`config.mk`:
```
export PLATFORM = sky130hd
export DESIGN_NAME = energy_burst_command_detector
export DESIGN_NICKNAME = d
export VERILOG_FILES = /design/src/ebcd_pkg.sv /design/src/ebcd_front.sv /design/src/ebcd_frame_q.sv /design/src/ebcd_back.sv /design/src/energy_burst_command_detector.sv
export SDC_FILE = /design/constraint.sdc
export NUM_CORES = 1
export LEC_CHECK = 0
export BUFFER_PORTS_ARGS = -buffer_cell sky130_fd_sc_hd__buf_2
export CAP_MARGIN = 20
export CORE_AREA = 2 2 175 177
export CTS_CLUSTER_DIAMETER = 60
export CTS_CLUSTER_SIZE = 10
export DETAILED_ROUTE_END_ITERATION = 7
export DIE_AREA = 0 0 177 179
export GPL_TIMING_DRIVEN = 0
export MAX_ROUTING_LAYER = met4
export PLACE_DENSITY = 0.76
export REMOVE_ABC_BUFFERS = 1
export SLEW_MARGIN = 10
export SYNTH_ARGS = -nofsm -noshare
export SYNTH_HDL_FRONTEND = slang
export SYNTH_SLANG_ARGS = --single-unit
```
`constraint.sdc`:
```
create_clock -name clk -period 4.8 [get_ports clk]
set_clock_uncertainty 0.15 [all_clocks]
set_input_delay 0.72 -clock clk [delete_from_list [all_inputs] [get_ports clk]]
set_output_delay 0.72 -clock clk [all_outputs]
set_load 0.01 [all_outputs]
```
`src/ebcd_pkg.sv`:
```
// Shared widths, types and codes of the energy burst command detector.
package ebcd_pkg;

    localparam int SAMPLE_BITS = 10;
    localparam int SQ_W        = 2 * SAMPLE_BITS;
    localparam int ENERGY_W    = 26;
    localparam int FLEN_W      = 8;
    localparam int FTIME_W     = 10;
    localparam int TIMEOUT_W   = 16;
    localparam int QUIET_W     = 17;
    localparam int BURST_W     = 8;
    localparam int CMD_W       = 2;
    localparam int CFG_IDX_W   = 2;

    localparam logic [ENERGY_W-1:0] ENERGY_MAX = {ENERGY_W{1'b1}};
    localparam logic [QUIET_W-1:0]  QUIET_MAX  = {QUIET_W{1'b1}};
    localparam logic [BURST_W-1:0]  BURST_MAX  = {BURST_W{1'b1}};

    // Configuration register indexes
    localparam logic [CFG_IDX_W-1:0] CFG_THRESHOLD    = 2'd0;
    localparam logic [CFG_IDX_W-1:0] CFG_FRAME_LENGTH = 2'd1;
    localparam logic [CFG_IDX_W-1:0] CFG_FRAME_TIME   = 2'd2;
    localparam logic [CFG_IDX_W-1:0] CFG_GAP_TIMEOUT  = 2'd3;

    // Command codes
    localparam logic [CMD_W-1:0] CMD_STAND    = 2'd0;
    localparam logic [CMD_W-1:0] CMD_SIT      = 2'd1;
    localparam logic [CMD_W-1:0] CMD_FORWARD  = 2'd2;
    localparam logic [CMD_W-1:0] CMD_BACKWARD = 2'd3;

    typedef logic [ENERGY_W-1:0] energy_t;

    // Frame energy handed from the accumulator to the frame queue
    typedef struct packed {
        logic    valid;
        energy_t energy;
    } frame_evt_t;

    // Settings used by the burst state machine
    typedef struct packed {
        energy_t               threshold;
        logic [FTIME_W-1:0]    frame_time;
        logic [TIMEOUT_W-1:0]  gap_timeout;
    } back_cfg_t;

    typedef struct packed {
        logic [CMD_W-1:0]   command;
        logic [BURST_W-1:0] burst_total;
    } result_t;

endpackage

```
`src/ebcd_front.sv`:
```
// Front end: center and square each sample, then sum squares into frame energies.
module ebcd_front (
    input  logic                           clk,
    input  logic                           rst_n,
    input  logic                           push,
    output logic                           full,
    input  logic [ebcd_pkg::SAMPLE_BITS-1:0] sample,
    input  logic [ebcd_pkg::FLEN_W-1:0]    frame_length,
    input  logic                           fq_full,
    output ebcd_pkg::frame_evt_t           frame_evt
);

    localparam logic [ebcd_pkg::SAMPLE_BITS-1:0] MID =
        {1'b1, {(ebcd_pkg::SAMPLE_BITS-1){1'b0}}};

    logic                          sq_valid_reg, sq_valid_next;
    logic [ebcd_pkg::SQ_W-1:0]     sq_reg;
    logic [ebcd_pkg::SAMPLE_BITS-1:0] offset;
    logic [ebcd_pkg::SQ_W-1:0]     sq_now;
    logic                          accept, acc_go;

    logic [ebcd_pkg::FLEN_W-1:0]   idx_reg, idx_next, idx_inc;
    ebcd_pkg::energy_t             energy_reg, energy_next, energy_sat;
    logic [ebcd_pkg::ENERGY_W:0]   energy_wide;
    logic                          frame_end;

    assign accept = push && !full;
    assign acc_go = sq_valid_reg && !fq_full;
    assign full   = sq_valid_reg && fq_full;

    // Stage 1: distance from midpoint and its square
    always_comb
    begin
        offset = (sample >= MID) ? (sample - MID) : (MID - sample);
        sq_now = ebcd_pkg::SQ_W'(offset) * ebcd_pkg::SQ_W'(offset);
    end

    always_comb
    begin
        sq_valid_next = sq_valid_reg;
        if (accept)
        begin
            sq_valid_next = 1'b1;
        end
        else if (acc_go)
        begin
            sq_valid_next = 1'b0;
        end
    end

    always_ff @(posedge clk)
    begin
        if (accept)
        begin
            sq_reg <= sq_now;
        end
    end

    // Stage 2: saturating accumulate and frame boundary
    always_comb
    begin
        energy_wide = {1'b0, energy_reg}
                    + (ebcd_pkg::ENERGY_W+1)'(sq_reg);
        energy_sat  = energy_wide[ebcd_pkg::ENERGY_W] ? ebcd_pkg::ENERGY_MAX
                    : energy_wide[ebcd_pkg::ENERGY_W-1:0];
        idx_inc     = idx_reg + 1'b1;
        frame_end   = (idx_inc == '0) || (idx_inc >= frame_length);

        idx_next    = idx_reg;
        energy_next = energy_reg;
        if (acc_go)
        begin
            if (frame_end)
            begin
                idx_next    = '0;
                energy_next = '0;
            end
            else
            begin
                idx_next    = idx_inc;
                energy_next = energy_sat;
            end
        end

        frame_evt.valid  = acc_go && frame_end;
        frame_evt.energy = energy_sat;
    end

    always_ff @(posedge clk or negedge rst_n)
    begin
        if (!rst_n)
        begin
            sq_valid_reg <= 1'b0;
            idx_reg      <= '0;
            energy_reg   <= '0;
        end
        else
        begin
            sq_valid_reg <= sq_valid_next;
            idx_reg      <= idx_next;
            energy_reg   <= energy_next;
        end
    end

endmodule

```
`src/ebcd_frame_q.sv`:
```
// Four-entry queue of frame energies between the front and back ends.
module ebcd_frame_q (
    input  logic                  clk,
    input  logic                  rst_n,
    input  ebcd_pkg::frame_evt_t  in_evt,
    output logic                  q_full,
    input  logic                  q_pop,
    output ebcd_pkg::frame_evt_t  out_evt
);

    localparam int DEPTH = 4;
    localparam int PTR_W = $clog2(DEPTH);

    ebcd_pkg::energy_t      mem_reg [DEPTH];
    logic [PTR_W-1:0]       wr_ptr_reg, wr_ptr_next;
    logic [PTR_W-1:0]       rd_ptr_reg, rd_ptr_next;
    logic [PTR_W:0]         count_reg, count_next;
    logic                   do_push, do_pop;

    assign q_full         = (count_reg == (PTR_W+1)'(DEPTH));
    assign out_evt.valid  = (count_reg != '0);
    assign out_evt.energy = mem_reg[rd_ptr_reg];

    assign do_push = in_evt.valid && !q_full;
    assign do_pop  = q_pop && out_evt.valid;

    always_comb
    begin
        wr_ptr_next = do_push ? wr_ptr_reg + 1'b1 : wr_ptr_reg;
        rd_ptr_next = do_pop  ? rd_ptr_reg + 1'b1 : rd_ptr_reg;
        count_next  = count_reg;
        if (do_push && !do_pop)
        begin
            count_next = count_reg + 1'b1;
        end
        else if (do_pop && !do_push)
        begin
            count_next = count_reg - 1'b1;
        end
    end

    always_ff @(posedge clk)
    begin
        if (do_push)
        begin
            mem_reg[wr_ptr_reg] <= in_evt.energy;
        end
    end

    always_ff @(posedge clk or negedge rst_n)
    begin
        if (!rst_n)
        begin
            wr_ptr_reg <= '0;
            rd_ptr_reg <= '0;
            count_reg  <= '0;
        end
        else
        begin
            wr_ptr_reg <= wr_ptr_next;
            rd_ptr_reg <= rd_ptr_next;
            count_reg  <= count_next;
        end
    end

endmodule

```
`src/ebcd_back.sv`:
```
// Back end: idle/active/gap burst machine and the two-entry result queue.
module ebcd_back (
    input  logic                           clk,
    input  logic                           rst_n,
    input  ebcd_pkg::frame_evt_t           frame_evt,
    output logic                           frame_pop,
    input  ebcd_pkg::back_cfg_t            cfg,
    output logic                           empty,
    input  logic                           pop,
    output logic [ebcd_pkg::CMD_W-1:0]     command,
    output logic [ebcd_pkg::BURST_W-1:0]   burst_total
);

    localparam logic [1:0] PH_IDLE   = 2'd0;
    localparam logic [1:0] PH_ACTIVE = 2'd1;
    localparam logic [1:0] PH_GAP    = 2'd2;

    logic [1:0]                     phase_reg, phase_next;
    logic [ebcd_pkg::BURST_W-1:0]   bursts_reg, bursts_next;
    logic [ebcd_pkg::QUIET_W-1:0]   quiet_reg, quiet_next, quiet_sat;
    logic [ebcd_pkg::QUIET_W:0]     quiet_wide;
    logic                           loud, go, emit;
    ebcd_pkg::result_t              res_now;

    ebcd_pkg::result_t              oq_reg [2];
    logic                           oq_wr_reg, oq_wr_next;
    logic                           oq_rd_reg, oq_rd_next;
    logic [1:0]                     oq_count_reg, oq_count_next;
    logic                           oq_push, oq_pop;

    // Advance one frame whenever a frame is waiting and a result slot is free
    assign go        = frame_evt.valid && (oq_count_reg != 2'd2);
    assign frame_pop = go;
    assign loud      = frame_evt.energy > cfg.threshold;

    always_comb
    begin
        quiet_wide = {1'b0, quiet_reg} + (ebcd_pkg::QUIET_W+1)'(cfg.frame_time);
        quiet_sat  = quiet_wide[ebcd_pkg::QUIET_W] ? ebcd_pkg::QUIET_MAX
                   : quiet_wide[ebcd_pkg::QUIET_W-1:0];

        phase_next  = phase_reg;
        bursts_next = bursts_reg;
        quiet_next  = quiet_reg;
        emit        = 1'b0;

        priority if (bursts_reg >= ebcd_pkg::BURST_W'(4))
        begin
            res_now.command = ebcd_pkg::CMD_BACKWARD;
        end
        else
        begin
            res_now.command = ebcd_pkg::CMD_W'(bursts_reg - 1'b1);
        end
        res_now.burst_total = bursts_reg;

        if (go)
        begin
            unique case (phase_reg)
                PH_ACTIVE:
                begin
                    if (!loud)
                    begin
                        quiet_next = ebcd_pkg::QUIET_W'(cfg.frame_time);
                        phase_next = PH_GAP;
                    end
                end
                PH_GAP:
                begin
                    if (loud)
                    begin
                        if (bursts_reg != ebcd_pkg::BURST_MAX)
                        begin
                            bursts_next = bursts_reg + 1'b1;
                        end
                        phase_next = PH_ACTIVE;
                    end
                    else
                    begin
                        quiet_next = quiet_sat;
                        if (quiet_sat >= ebcd_pkg::QUIET_W'(cfg.gap_timeout))
                        begin
                            emit        = (bursts_reg != '0);
                            bursts_next = '0;
                            quiet_next  = '0;
                            phase_next  = PH_IDLE;
                        end
                    end
                end
                default:
                begin
                    // Idle, and the unused code that falls back to idle
                    phase_next = PH_IDLE;
                    if (loud)
                    begin
                        bursts_next = ebcd_pkg::BURST_W'(1);
                        quiet_next  = '0;
                        phase_next  = PH_ACTIVE;
                    end
                end
            endcase
        end
    end

    // Result queue
    assign oq_push     = go && emit;
    assign empty       = (oq_count_reg == 2'd0);
    assign oq_pop      = pop && !empty;
    assign command     = oq_reg[oq_rd_reg].command;
    assign burst_total = oq_reg[oq_rd_reg].burst_total;

    always_comb
    begin
        oq_wr_next    = oq_push ? !oq_wr_reg : oq_wr_reg;
        oq_rd_next    = oq_pop  ? !oq_rd_reg : oq_rd_reg;
        oq_count_next = oq_count_reg;
        if (oq_push && !oq_pop)
        begin
            oq_count_next = oq_count_reg + 1'b1;
        end
        else if (oq_pop && !oq_push)
        begin
            oq_count_next = oq_count_reg - 1'b1;
        end
    end

    always_ff @(posedge clk)
    begin
        if (oq_push)
        begin
            oq_reg[oq_wr_reg] <= res_now;
        end
    end

    always_ff @(posedge clk or negedge rst_n)
    begin
        if (!rst_n)
        begin
            phase_reg    <= PH_IDLE;
            bursts_reg   <= '0;
            quiet_reg    <= '0;
            oq_wr_reg    <= 1'b0;
            oq_rd_reg    <= 1'b0;
            oq_count_reg <= '0;
        end
        else
        begin
            phase_reg    <= phase_next;
            bursts_reg   <= bursts_next;
            quiet_reg    <= quiet_next;
            oq_wr_reg    <= oq_wr_next;
            oq_rd_reg    <= oq_rd_next;
            oq_count_reg <= oq_count_next;
        end
    end

endmodule

```
`src/energy_burst_command_detector.sv`:
```
// Top level of the energy burst command detector: configuration registers and wiring.
//
//  Channel   Handshake                 Payload
//  --------  ------------------------  -----------------------------------
//  samples   push / full               sample [9:0]
//  results   empty / pop               command [1:0], burst_total [7:0]
//  config    cfg_valid / cfg_ready     cfg_index [1:0], cfg_data [25:0]
//
// One sample is taken every cycle while full is low. A sample is registered
// in the squarer and summed into the running energy; a frame energy then waits
// in a four-entry queue and the burst machine takes one frame per cycle while
// the result queue has room, so a decided result passes the squarer register,
// the frame queue and the result queue before it is on the result ports.
// Reset clears the frame count, running energy, burst machine and both queues;
// registers return to threshold 2000000, frame length 64, frame time 20 ms and
// gap timeout 400 ms. full rises only when the frame queue fills, which
// happens when the result queue (two entries) is not drained.
module energy_burst_command_detector (
    input  logic                                 clk,
    input  logic                                 rst_n,
    // sample queue side
    input  logic                                 push,
    output logic                                 full,
    input  logic [ebcd_pkg::SAMPLE_BITS-1:0]     sample,
    // result queue side
    output logic                                 empty,
    input  logic                                 pop,
    output logic [ebcd_pkg::CMD_W-1:0]           command,
    output logic [ebcd_pkg::BURST_W-1:0]         burst_total,
    // configuration writes
    input  logic                                 cfg_valid,
    output logic                                 cfg_ready,
    input  logic [ebcd_pkg::CFG_IDX_W-1:0]       cfg_index,
    input  logic [ebcd_pkg::ENERGY_W-1:0]        cfg_data
);

    ebcd_pkg::energy_t                 threshold_reg, threshold_next;
    logic [ebcd_pkg::FLEN_W-1:0]       frame_length_reg, frame_length_next;
    logic [ebcd_pkg::FTIME_W-1:0]      frame_time_reg, frame_time_next;
    logic [ebcd_pkg::TIMEOUT_W-1:0]    gap_timeout_reg, gap_timeout_next;

    ebcd_pkg::frame_evt_t              acc_evt;
    ebcd_pkg::frame_evt_t              q_evt;
    ebcd_pkg::back_cfg_t               back_cfg;
    logic                              fq_full;
    logic                              fq_pop;

    // Register writes are always taken; each value is trimmed to its width
    assign cfg_ready = 1'b1;

    always_comb
    begin
        threshold_next    = threshold_reg;
        frame_length_next = frame_length_reg;
        frame_time_next   = frame_time_reg;
        gap_timeout_next  = gap_timeout_reg;
        if (cfg_valid && cfg_ready)
        begin
            unique case (cfg_index)
                ebcd_pkg::CFG_THRESHOLD:
                    threshold_next = cfg_data;
                ebcd_pkg::CFG_FRAME_LENGTH:
                    frame_length_next = cfg_data[ebcd_pkg::FLEN_W-1:0];
                ebcd_pkg::CFG_FRAME_TIME:
                    frame_time_next = cfg_data[ebcd_pkg::FTIME_W-1:0];
                ebcd_pkg::CFG_GAP_TIMEOUT:
                    gap_timeout_next = cfg_data[ebcd_pkg::TIMEOUT_W-1:0];
                default:
                    threshold_next = threshold_reg;
            endcase
        end
    end

    always_ff @(posedge clk or negedge rst_n)
    begin
        if (!rst_n)
        begin
            threshold_reg    <= ebcd_pkg::ENERGY_W'(2000000);
            frame_length_reg <= ebcd_pkg::FLEN_W'(64);
            frame_time_reg   <= ebcd_pkg::FTIME_W'(20);
            gap_timeout_reg  <= ebcd_pkg::TIMEOUT_W'(400);
        end
        else
        begin
            threshold_reg    <= threshold_next;
            frame_length_reg <= frame_length_next;
            frame_time_reg   <= frame_time_next;
            gap_timeout_reg  <= gap_timeout_next;
        end
    end

    assign back_cfg.threshold   = threshold_reg;
    assign back_cfg.frame_time  = frame_time_reg;
    assign back_cfg.gap_timeout = gap_timeout_reg;

    // Square and accumulate; hand each finished frame energy to the queue
    ebcd_front u_front (
        .clk          (clk),
        .rst_n        (rst_n),
        .push         (push),
        .full         (full),
        .sample       (sample),
        .frame_length (frame_length_reg),
        .fq_full      (fq_full),
        .frame_evt    (acc_evt)
    );

    // Decouple the accumulator from the burst machine
    ebcd_frame_q u_frame_q (
        .clk     (clk),
        .rst_n   (rst_n),
        .in_evt  (acc_evt),
        .q_full  (fq_full),
        .q_pop   (fq_pop),
        .out_evt (q_evt)
    );

    // Classify frames into bursts and queue the decided commands
    ebcd_back u_back (
        .clk         (clk),
        .rst_n       (rst_n),
        .frame_evt   (q_evt),
        .frame_pop   (fq_pop),
        .cfg         (back_cfg),
        .empty       (empty),
        .pop         (pop),
        .command     (command),
        .burst_total (burst_total)
    );

endmodule

```
# Word level (Yosys, flattened, before mapping)
# Memories as Yosys holds them, arrays and structs flattened.
# Index checks and enable logic that the tools add are counted.
# op_classes
n_eq_ne	12
mux	35
reduce_logical	41
n_mul	1
n_lt_le_gt_ge	5
n_bitwise	1
n_addsub	13
# op_table
cell	n
two-way mux 17 bit	5
two-way mux 26 bit	2
two-way mux 8 bit	5
case mux 17 bit (2 select lines)	1
adder 26 x 20 -> 27 bit	1
greater-than comparator 26 bit	1
multiplier 10 x 10 -> 20 bit	1
adder 17 x 10 -> 18 bit	1
>= comparator 17 x 16 -> 1 bit	1
adder 8 x 1 -> 8 bit, second input constant	2
case mux 8 bit (2 select lines)	1
logical AND 1 bit	13
two-way mux 2 bit	6
two-way mux 1 bit	11
>= comparator 10 bit, second input constant	1
two-way mux 10 bit	1
nonzero test 2 bit	5
subtractor 10 bit, first input constant	1
subtractor 10 bit, second input constant	1
zero test 1 bit	9
>= comparator 8 x 3 -> 1 bit, second input constant	1
>= comparator 8 bit	1
zero test 8 bit	1
!= test 8 bit, second input constant	1
other kinds (21)	35
# word_totals
inputBits	43
ramBits	124
memories	2
word_cells	127
output_inout_bits	13
regBits	153
# mem_list
memory	depth	width	read_ports	rd_clocked_by_memory_dff	write_ports	line	source
u_frame_q.mem_reg	4	26	1	0	1	ebcd_frame_q.sv:14	ebcd_pkg::energy_t mem_reg [DEPTH];
u_back.oq_reg	2	10	1	0	1	ebcd_back.sv:25	ebcd_pkg::result_t oq_reg [2];

# Longest topological paths before layout
# Gate-level depths: netlist of run 1.
# logic_depth
ltp_word	12
mapped_depth	26

# Modules after synthesis
# A second synthesis of run 1 with hierarchy kept.
# unflattened
hier_cells	1506
hier_area_um2	17357.9
# modules_own_cells
module	n_inst	cells_per_inst	area_each_um2
ebcd_front	1	755	6620.1
ebcd_back	1	449	4249.1
ebcd_frame_q	1	172	4207.8
energy_burst_command_detector	1	130	2280.9

# Least setup slack after synthesis of run 1
# OpenSTA, ideal clock, no wires.
# synth_path
kind	input -> register
start	in sample[0] (netlist name)
end	reg u_front.sq_reg[18] (netlist name), data pin
setup_time_ns	0.262
setup_slack_ns	-1.978
arrival_ns	6.365
path_buffers	0
t_required_ns	4.388
stages	24
path_cell_list	inv_2 > ha_1 > nor2b_1 > a21oi_1 > xnor2_1 > inv_1 > nand2_1 > fa_1 > fa_1 > inv_1 > ha_1 > fa_1 > inv_1 > fa_1 > inv_1 > ha_1 > o21a_1 > a211oi_1 > o311ai_1 > o41a_1 > and4_1 > a2111oi_4 > a21oi_1 > xor2_1
# synth_via
elab_chain_cells	3
word_cells_on_any_way	5
classes_between	add/sub (2); mul (1); order compare (1); mux (1)
# synth_lines
item	line	source
start: declaration	energy_burst_command_detector.sv:24	input logic [ebcd_pkg::SAMPLE_BITS-1:0] sample,
subtractor 10 bit / >= comparator 10 bit (equally long branches)	ebcd_front.sv:34	offset = (sample >= MID) ? (sample - MID) : (MID - sample);
two-way mux 10 bit (*)	ebcd_front.sv:34	
multiplier 10 x 10 -> 20 bit (*)	ebcd_front.sv:35	sq_now = ebcd_pkg::SQ_W'(offset) * ebcd_pkg::SQ_W'(offset);
via u_front.sq_now, one bit	ebcd_front.sv:19	logic [ebcd_pkg::SQ_W-1:0] sq_now;
end signal: assignment	ebcd_front.sv:55	sq_reg <= sq_now;
end: declaration	ebcd_front.sv:17	logic [ebcd_pkg::SQ_W-1:0] sq_reg;
# The timed path passes the listed nets; every way through them passes the cells marked *.
# A chain may end at the register's enable or synchronous reset.

# Final worst setup path of run 1
# layout_path
start	in sample[2] (netlist name)
end	reg u_front.sq_reg[18] (netlist name), data pin
# Same word-level chain as after synthesis.

==> impl_metrics.py, run 1 <==
metrics = {
    "status": {
        "outcome": "complete, but fails checks",
        "violations": "setup timing",
    },
    "global_routing": {
        "grt_pass1_vias": 11890,
        "grtUsageTotal": 0.232,
        "grt_pass1_wl_mm": 57.9,
        "grt.overflow.total": 0,
        "grt_max_degree": 87,
        "grt_antenna_before_repair": 0,
    },
    "clocking": {
        "cts-root-buf": "clkbuf_16",
        "cts_tree": "done",
        "cts_buffers": 31,
        "clock-sinks": 276,
        "cts_buffer_depth": 3,
        "path_clk_slew_ns": 0.06,
        "cts_htree_levels": 1,
        "clk_latency_ns": 0.54,
    },
    "cells_and_area": {
        "drive_gt1_frac": 0.238,
        "final_cell_mix": "inv_1 (143), edfxtp_1 (143), ha_1 (123)",
        "antenna_cells": 0,
        "largest_reg_flops": 104,
        "final_area_um2": 19500,
        "final_nets": 1810,
        "synthToLayoutAreaGrowth_pct": 16.9,
        "layout.cells.non_filler": 2000,
    },
    "sta": {
        "finalSetupViolCount": 12,
        "period_minus_slack_ns": 5.87,
        "fmax_ghz": 0.170,
        "slew_violations": 0,
        "tns_ns": -8.85,
        "setup_slack_ns": -1.07,
        "fin_crit_sh": 1.22,
        "relSlewSlack": 0.421,
        "rsz0062_at_grt": "yes",
        "finalHoldViolations": 0,
        "tightestPinTransition_ns": 0.864,
    },
    "worst_setup_path": {
        "path_max_fanout": 4,
        "startpoint_type": "input port",
        "required_ns": 4.94,
        "rr_startpoint": "u_back.quiet_reg[0]",
        "arrival_ns": 6.01,
        "cp_common_cell": "fa_1",
        "max_stage_delay_ns": 0.60,
        "crit_type": "input port to register",
        "end_kind": "register",
        "crit_path_cell_trace": "buf_2, nor3_4, a21oi_2, xnor2_2, buf_4, nor2_2, inv_1, fa_1, inv_2, fa_1, inv_2, fa_1, fa_1, inv_2, fa_2, ha_4, nand2_4, o311ai_4, o41a_1, and4_4, a2111oi_4, a21oi_1, xor2_1",
        "critPathLaunch": "sample[2]",
        "cp_slowest_cell": "fa_2",
    },
    "die": {
        "io_pins": 56,
        "dieHeight_um": 179,
        "start_util": 0.555,
        "fp.dieW_um": 177,
        "floorplan.die_area_um2": 31700,
        "row_count": 64,
        "coreArea_um2": 30000,
    },
    "power": {
        "powerDensity_nw_per_um2": 721,
        "vdd_drop_max_uv": 569,
        "leakagePower_nw": 8.41,
        "power.total_w": 0.0140,
    },
    "placement": {
        "placed_area_um2": 17500,
        "portBuffers": 54,
        "hpwl_mm": 23.5,
        "dp.cells": 1879,
        "gp_congestion": 0.917,
    },
    "synth": {
        "synthArstFlopShare": 0.482,
        "syn_avg_cell_area_um2": 11.5,
        "ys_warn_count": 0,
        "syn_inst": 1454,
        "synth_area_um2": 16700,
        "synth-edff-count": 143,
        "ys_types": 78,
        "ys.flop_type": "edfxtp_1",
        "ys_seq_area_frac": 0.458,
        "synth_seq_cells": 276,
    },
    "min_path": {
        "hp-start": "push",
        "hp-class": "input port to register",
    },
    "drt": {
        "ant_nets": 0,
        "wire_per_inst_um": 17.8,
        "dr.pass1.iters": 7,
        "vias": 11649,
        "totalWireLength_mm": 35.6,
        "wl_met3_mm": 1.37,
        "wl_met1_mm": 14.7,
        "drt-initial-drc-count": 830,
        "highest_layer": "met4",
        "wl_met2_mm": 18.6,
        "routed_via_density": 5.82,
        "post-route-drc-count": 0,
    },
    "job": {
        "drv_cap": 0,
    },
}
## worst paths after layout
check                                        to  slack, ns  cells past startpoint
max                          u_front.sq_reg[18]      -1.07                     23
min                        u_front.sq_valid_reg       0.23                      2
max reg2reg                 u_back.oq_reg[0][5]       0.10                     21
min reg2reg                  gap_timeout_reg[9]       0.36                      1
max in group asynchronous     threshold_reg[19]       3.14                      3
min in group asynchronous    gap_timeout_reg[1]       0.55                      2
## cell usage after synthesis (11+ instances only)
cell type / number / area share
inv_1: 158 / 0.036
edfxtp_1: 143 / 0.26
ha_1: 138 / 0.10
dfrtp_1: 120 / 0.18
nand2_1: 111 / 0.025
nor2_1: 86 / 0.019
o21ai_0: 70 / 0.021
a21oi_1: 66 / 0.020
mux2_2: 53 / 0.036
fa_1: 49 / 0.059
xnor2_1: 47 / 0.025
a22o_1: 29 / 0.015
clkbuf_1: 29 / 0.0065
mux4_2: 26 / 0.035
nand3_1: 25 / 0.0075
xor2_1: 24 / 0.013
a21o_1: 19 / 0.0086
and3_1: 19 / 0.0071
nor3_1: 19 / 0.0057
nor2b_1: 16 / 0.0060
o21a_1: 14 / 0.0063
dfstp_2: 13 / 0.020
a31oi_1: 11 / 0.0041
nand4_1: 11 / 0.0041
## layout make-up
cell class / instances / area, µm²
Tap cell: 396 / 495
Multi-Input combinational cell: 985 / 8890
Inverter: 159 / 608
Clock buffer: 56 / 870
Clock inverter: 1 / 5.00
Timing Repair Buffer: 127 / 981
Fill cell: 2140 / 10500
Sequential cell: 276 / 7640
## per-stage QoR
| step | setup WS [ns] | utilization | hold slack [ns] |
|---|---|---|---|
| 2_1_floorplan | -1.98 | - | 0.274 |
| 3_3_place_gp | -2.87 | 0.576 | 0.320 |
| 3_5_place_dp | -2.94 | 0.582 | 0.331 |
| 4_1_cts | -0.934 | 0.639 | 0.212 |
| 5_1_grt | -1.24 | 0.649 | 0.228 |
| 6_report | -1.07 | 0.649 | 0.232 |
## routing by layer
metal  vias to the layer above  track usage
li1                       5487            -
met5                         -            -
met4                         0       0.0713
met3                        76       0.0235
met2                       321        0.416
met1                      5765        0.277
## kinds of logic (layout without fill, tap and decap cells)
group | count (synthesis) | in the layout | synth area share
other | 2 | 8 | 0.000450
AND/OR/NAND/NOR | 339 | 339 | 0.0990
AO/OA/AOI/OAI | 299 | 299 | 0.124
XOR/XNOR | 71 | 71 | 0.0373
buffers and inverters | 199 | 343 | 0.0463
multiplexers | 81 | 81 | 0.0721
flip-flops | 276 | 276 | 0.458
adder cells (fa/ha/maj) | 187 | 187 | 0.162
## critical path, delay by kind of cell
family	cells	cell delay [ns]
adder cells (fa/ha/maj)	6	2.62
AO/OA/AOI/OAI	5	0.96
AND/OR/NAND/NOR	4	0.70
buffers and inverters	6	0.61
XOR/XNOR	2	0.36
## where the power goes
group	internal [W]	total, W	switching [W]
Combinational	0.00364	0.00812	0.00448
Clock	0.00120	0.00208	0.000871
Sequential	0.00350	0.00385	0.000347
Total	0.00834	0.0140	0.00570
## what timing repair did
| item | in CTS | in global routing |
|---|---|---|
| hold buffers | 1 | 0 |
| cloned | 0 | 0 |
| setup buffers | 47 | 16 |
| gates resized for setup | 111 | 39 |
| setup endpoints to repair | 63 | 56 |
| pin swaps | 57 | 35 |
| endpoints found under the hold margin | 38 | 0 |
(Power assumes the default switching activity.)
==> inputs of run 2 (changes only) <==
--- a/config.mk
+++ b/config.mk
@@ -7,14 +7,14 @@
 export LEC_CHECK = 0
 export BUFFER_PORTS_ARGS = -buffer_cell sky130_fd_sc_hd__buf_2
 export CAP_MARGIN = 20
-export CORE_AREA = 2 2 175 177
+export CORE_AREA = 2 2 166 168
 export CTS_CLUSTER_DIAMETER = 60
 export CTS_CLUSTER_SIZE = 10
 export DETAILED_ROUTE_END_ITERATION = 7
-export DIE_AREA = 0 0 177 179
+export DIE_AREA = 0 0 168 170
 export GPL_TIMING_DRIVEN = 0
 export MAX_ROUTING_LAYER = met4
-export PLACE_DENSITY = 0.76
+export PLACE_DENSITY = 0.8
 export REMOVE_ABC_BUFFERS = 1
 export SLEW_MARGIN = 10
 export SYNTH_ARGS = -nofsm -noshare
==> constraint.sdc (replaced) <==
create_clock -name clk -period 5.9 [get_ports clk]
set_clock_uncertainty 0.15 [all_clocks]
set_input_delay 0.885 -clock clk [delete_from_list [all_inputs] [get_ports clk]]
set_output_delay 0.885 -clock clk [all_outputs]
set_load 0.01 [all_outputs]
==> run 2 against run 1 <==
The run still ends with setup timing left; clock-buffer cell count is the same; clock power shrank 18%; global-route usage grew 2.2 points; utilization grew 6.4 points; routed wire length shrank 1.4%; critical path depth is the same; die area shrank 9.9%; cell count shrank 4.3%; non-clock buffer count shrank 30; via count shrank 0.86%.
==> impl_metrics.py, run 2 (synthesis results as in run 1) <==
metrics = {
    "worst_setup_path": {
        "max_stage_delay_ns": 0.58,
        "reg2regPathDepth": 19,
        "startpoint_type": "input port",
        "arrival_ns": 6.23,
        "end_kind": "register",
        "crit_type": "input port to register",
        "path_max_fanout": 5,
        "cp_common_cell": "fa_1",
        "crit_path_cell_trace": "buf_4, nor3_4, nor2_1, xnor2_2, inv_4, nor2_4, inv_1, fa_2, inv_1, fa_1, inv_2, fa_1, fa_1, inv_2, fa_1, ha_4, nand2_4, o311ai_4, o41a_1, and4_4, a2111oi_4, a21oi_2, xor2_1",
        "cp_slowest_cell": "fa_1",
        "required_ns": 6.05,
    },
    "sta": {
        "rsz0062_at_grt": "yes",
        "relSlewSlack": 0.263,
        "period_minus_slack_ns": 6.08,
        "finalHoldViolations": 0,
        "fin_crit_sh": 1.03,
        "setup_slack_ns": -0.178,
        "tns_ns": -0.394,
        "slew_violations": 0,
        "finalSetupViolCount": 3,
        "fmax_ghz": 0.165,
        "tightestPinTransition_ns": 1.09,
    },
    "cells_and_area": {
        "synthToLayoutAreaGrowth_pct": 13.9,
        "final_cell_mix": "inv_1 (146), edfxtp_1 (143), ha_1 (129)",
        "nFillCells": 1728,
        "final_nets": 1780,
        "final_area_um2": 19000,
        "antenna_cells": 0,
        "drive_gt1_frac": 0.200,
        "layout.cells.non_filler": 1914,
        "final_common_cell": "inv_1",
        "register_area_um2": 7640,
        "multi_input_area_um2": 8710,
        "largest_reg_flops": 104,
    },
    "power": {
        "leakagePower_nw": 8.23,
        "seq_power_share": 0.285,
        "switching_power_w": 0.00443,
        "switching_share": 0.404,
        "combPwrFrac": 0.561,
        "clockPowerShare": 0.155,
        "p_int_w": 0.00654,
        "vdd_drop_max_uv": 531,
        "powerDensity_nw_per_um2": 578,
    },
    "drt": {
        "vias": 11549,
        "drt-initial-drc-count": 737,
        "totalWireLength_mm": 35.1,
        "post-route-drc-count": 0,
        "wire_per_inst_um": 18.3,
        "ant_nets": 0,
        "routed_via_density": 6.03,
        "dr.pass1.iters": 7,
    },
    "die": {
        "coreArea_um2": 26700,
        "fp.dieW_um": 168,
        "row_count": 60,
        "start_util": 0.626,
        "io_pins": 56,
        "floorplan.die_area_um2": 28600,
        "dieHeight_um": 170,
    },
    "clocking": {
        "cts_htree_levels": 1,
        "cts_tree": "done",
        "clk_latency_ns": 0.55,
        "path_clk_slew_ns": 0.06,
        "cts_buffers": 31,
        "cts_buffer_depth": 3,
        "cts-root-buf": "clkbuf_16",
        "ctsHoldBuffers": 0,
        "clock-sinks": 276,
    },
    "placement": {
        "placed_area_um2": 17400,
        "dp.cells": 1825,
        "place_ws_ns": -2.11,
        "gp_congestion": 0.909,
        "portBuffers": 54,
        "hpwl_mm": 24.0,
    },
    "global_routing": {
        "grt_antenna_before_repair": 0,
        "grt_max_degree": 72,
        "grt_pass1_vias": 12026,
        "grt_pass1_wl_mm": 57.6,
        "grt.overflow.total": 0,
        "grtUsageTotal": 0.254,
    },
    "min_path": {
        "hp-class": "input port to asynchronous set/reset pin",
    },
    "status": {
        "outcome": "complete, but fails checks",
        "violations": "setup timing",
    },
    "job": {
        "drv_cap": 0,
    },
}
==> run 2: path summary, 6_finish.rpt <==
check	to	slack (ns)	startpoint
worst min-delay path	u_back.quiet_reg[1]	0.19	rst_n
worst max register to register	u_back.quiet_reg[2]	0.36	frame_time_reg[0]
min in group clk	gap_timeout_reg[11]	0.35	gap_timeout_reg[11]
worst max-delay path	u_front.sq_reg[18]	-0.18	sample[2]
worst min register to register	gap_timeout_reg[11]	0.35	gap_timeout_reg[11]
max in group asynchronous	threshold_reg[18]	4.58	rst_n
==> run 2: timing repair <==
action | in CTS | in global routing
resized for setup | 79 | 19
buffers inserted | 24 | 9
pin swaps | 37 | 5
endpoints found under the setup margin | 12 | 15
==> run 2: layout make-up <==
cell class / count / share of cell area
Clock buffer: 56 / 0.0463
Sequential cell: 276 / 0.402
Inverter: 159 / 0.0320
Tap cell: 341 / 0.0225
Multi-Input combinational cell: 985 / 0.458
Timing Repair Buffer: 97 / 0.0386
==> run 2: power groups by stage <==
stage	combinational (W)	clock, W	sequential, W
6_report	0.00615	0.00170	0.00313
4_1_cts	0.00592	0.00172	0.00312
5_1_grt	0.00684	0.00179	0.00317
3_5_place_dp	0.00529	0	0.00315
2_1_floorplan	0.00404	0	0.00310
3_3_place_gp	0.00488	0	0.00319
==> run 2: critical path: cells and delay by family <==
family | cells | cell delay (ns)
adder cells (fa/ha/maj) | 6 | 2.62
AO/OA/AOI/OAI | 4 | 0.84
AND/OR/NAND/NOR | 5 | 0.84
buffers and inverters | 6 | 0.57
XOR/XNOR | 2 | 0.45
==> run 2: per-stage QoR <==
stage	total power, W	utilization	hold WS [ns]
after floorplan	0.00714	-	0.305
after global placement	0.00807	0.646	0.320
after detailed placement	0.00844	0.653	0.338
after CTS	0.0108	0.708	0.229
after global routing	0.0118	0.713	0.261
final	0.0110	0.713	0.189
==> run 2: metal layers <==
layer / vias to the layer above / track usage / share of wire
met5: - / - / 0
met4: 0 / 0.106 / 0.038
met2: 367 / 0.452 / 0.51
met3: 109 / 0.0284 / 0.046
met1: 5638 / 0.296 / 0.40
li1: 5435 / - / -
==> inputs of run 3 (changes only) <==
--- a/config.mk
+++ b/config.mk
@@ -7,14 +7,16 @@
 export LEC_CHECK = 0
 export BUFFER_PORTS_ARGS = -buffer_cell sky130_fd_sc_hd__buf_2
 export CAP_MARGIN = 20
-export CORE_AREA = 2 2 166 168
+export CELL_PAD_IN_SITES_DETAIL_PLACEMENT = 0
+export CELL_PAD_IN_SITES_GLOBAL_PLACEMENT = 1
+export CORE_AREA = 2 2 184 186
 export CTS_CLUSTER_DIAMETER = 60
 export CTS_CLUSTER_SIZE = 10
 export DETAILED_ROUTE_END_ITERATION = 7
-export DIE_AREA = 0 0 168 170
+export DIE_AREA = 0 0 186 188
 export GPL_TIMING_DRIVEN = 0
 export MAX_ROUTING_LAYER = met4
-export PLACE_DENSITY = 0.8
+export PLACE_DENSITY_LB_ADDON = 0.1
 export REMOVE_ABC_BUFFERS = 1
 export SLEW_MARGIN = 10
 export SYNTH_ARGS = -nofsm -noshare
==> run 3 against run 2 <==
The run still ends with setup timing left; routed wire length fell by 4.8%; largest cell class unchanged; die area rose by 22%; via count fell by 4.6%; register-to-register slack improved by 0.08 ns; utilization fell by 13 points; combinational power fell by 0.8%; flip-flop and latch count did not move; worst setup slack improved by 0.11 ns; global-route usage fell by 5.0 points; critical path depth rose by 2.
==> impl_metrics.py, run 3 (synthesis results as in run 1) <==
metrics = {
    "die": {
        "fp.dieW_um": 186,
        "start_util": 0.503,
        "dieHeight_um": 188,
        "io_pins": 56,
        "row_count": 67,
        "coreArea_um2": 33100,
        "floorplan.die_area_um2": 35000,
    },
    "power": {
        "clockPowerShare": 0.156,
        "combPwrFrac": 0.558,
        "leakagePower_nw": 8.25,
        "seq_power_share": 0.286,
        "p_int_w": 0.00656,
        "powerDensity_nw_per_um2": 571,
        "switching_share": 0.400,
        "switching_power_w": 0.00438,
        "vdd_drop_max_uv": 395,
    },
    "drt": {
        "vias": 11012,
        "post-route-drc-count": 0,
        "routed_via_density": 5.45,
        "ant_nets": 0,
        "drt-initial-drc-count": 441,
        "dr.pass1.iters": 5,
        "wire_per_inst_um": 16.5,
        "totalWireLength_mm": 33.4,
    },
    "sta": {
        "relSlewSlack": 0.234,
        "slew_violations": 0,
        "finalHoldViolations": 0,
        "whs_ns": 0.0721,
        "fin_crit_sh": 1.01,
        "fmax_ghz": 0.168,
        "finalSetupViolCount": 2,
        "setup_slack_ns": -0.0679,
        "period_minus_slack_ns": 5.97,
        "tightestPinTransition_ns": 1.14,
        "rsz0062_at_grt": "yes",
    },
    "clocking": {
        "path_clk_slew_ns": 0.05,
        "cts-root-buf": "clkbuf_16",
        "cts_buffers": 31,
        "cts_buffer_depth": 3,
        "cts_tree": "done",
        "clk_latency_ns": 0.55,
        "cts_htree_levels": 1,
        "clock-sinks": 276,
    },
    "global_routing": {
        "grtUsageTotal": 0.204,
        "grt_antenna_before_repair": 0,
        "grt_pass1_vias": 11208,
        "grt_max_degree": 99,
        "grt.overflow.total": 0,
        "grt_pass1_wl_mm": 56.0,
    },
    "worst_setup_path": {
        "path_max_fanout": 4,
        "required_ns": 6.05,
        "reg2regPathDepth": 19,
        "r2r_slack_ns": 0.44,
        "cp_slowest_cell": "fa_1",
        "cpLargestDelayFamily": "adder cells",
        "worst-path-stages": 25,
        "max_stage_delay_ns": 0.52,
        "arrival_ns": 6.12,
        "crit_buf_inv": 6,
        "r2r_end": "u_back.quiet_reg[2]",
        "crit_type": "input port to register",
        "end_kind": "register",
        "startpoint_type": "input port",
        "rr_startpoint": "frame_time_reg[0]",
        "critPathLaunch": "sample[1]",
        "cp_common_cell": "fa_1",
    },
    "cells_and_area": {
        "final_nets": 1779,
        "final_util": 0.578,
        "synthToLayoutAreaGrowth_pct": 14.8,
        "final_common_cell": "inv_1",
        "largest_reg_flops": 104,
        "antenna_cells": 0,
        "drive_gt1_frac": 0.199,
        "layout.cells.non_filler": 2022,
        "final_cell_mix": "inv_1 (147), edfxtp_1 (143), ha_1 (130)",
    },
    "job": {
        "drv_cap": 0,
    },
    "placement": {
        "dp.cells": 1932,
        "hpwl_mm": 24.3,
        "gp_congestion": 0.810,
        "portBuffers": 54,
    },
    "min_path": {
        "hp-class": "input port to asynchronous set/reset pin",
    },
    "status": {
        "outcome": "complete, but fails checks",
        "violations": "setup timing",
    },
}
-- run 3: cell type report --
class	instances	area [µm²]
fillers	2794	14000
clock buffers	57	883
well taps	448	561
repair buffers	96	722
flip-flops and latches	276	7640
inverters	159	604
clock inverters	1	8.76
multi-input cells	985	8710
-- run 3: worst reg2reg max path: cells and delay by family, from the launching register on --
family                   cells  cell delay (ns)
AND/OR/NAND/NOR              5             1.98
AO/OA/AOI/OAI                9             1.69
adder cells (fa/ha/maj)      3             0.78
flip-flops                   1             0.37
multiplexers                 1             0.35
buffers and inverters        1             0.07
-- run 3: how the worst max path moves through the flow --
stage                                     to  slack (ns)
after floorplan           u_front.sq_reg[18]       -1.04
after CTS                 u_front.sq_reg[18]      -0.007
after global placement    u_front.sq_reg[18]       -2.17
after global routing      u_front.sq_reg[18]       -0.22
final                     u_front.sq_reg[18]       -0.07
after detailed placement  u_front.sq_reg[18]       -2.17
-- run 3: power by group through the flow --
stage	Combinational, W	Sequential (W)	Clock, W
floorplan	0.00404	0.00310	0
finish	0.00610	0.00313	0.00171
CTS	0.00599	0.00313	0.00175
detailed placement	0.00527	0.00316	0
global placement	0.00504	0.00321	0
global route	0.00685	0.00318	0.00184
-- run 3: routing by layer --
layer / vias up / part of all wire / wire (µm) / GRT usage
met1: 5391 / 0.45 / 14900 / 0.255
li1: 5442 / - / - / -
met3: 42 / 0.027 / 889 / 0.0210
met4: 0 / 0.018 / 600 / 0.0451
met5: - / 0 / 0 / -
met2: 137 / 0.51 / 17000 / 0.359
-- run 3: what timing repair did --
action	in CTS	in global routing
gates resized for setup	92	9
endpoints found under the setup margin	12	13
gates cloned	0	0
pin swaps	43	12
hold buffers	0	0
endpoints found under the hold margin	0	0
setup buffers	30	3
-- run 3: through the flow --
| stage | TNS, ns | setup WS, ns | total power [W] | area [µm²] |
|---|---|---|---|---|
| after detailed placement | -17.04 | -2.17 | 0.00843 | 17500 |
| after global routing | -0.580 | -0.216 | 0.0119 | 19100 |
| after global placement | -28.90 | -2.17 | 0.00825 | 17400 |
| after CTS | -0.00706 | -0.00706 | 0.0109 | 19100 |
| final | -0.0933 | -0.0679 | 0.0109 | 19100 |
| after floorplan | -3.72 | -1.04 | 0.00714 | 16500 |
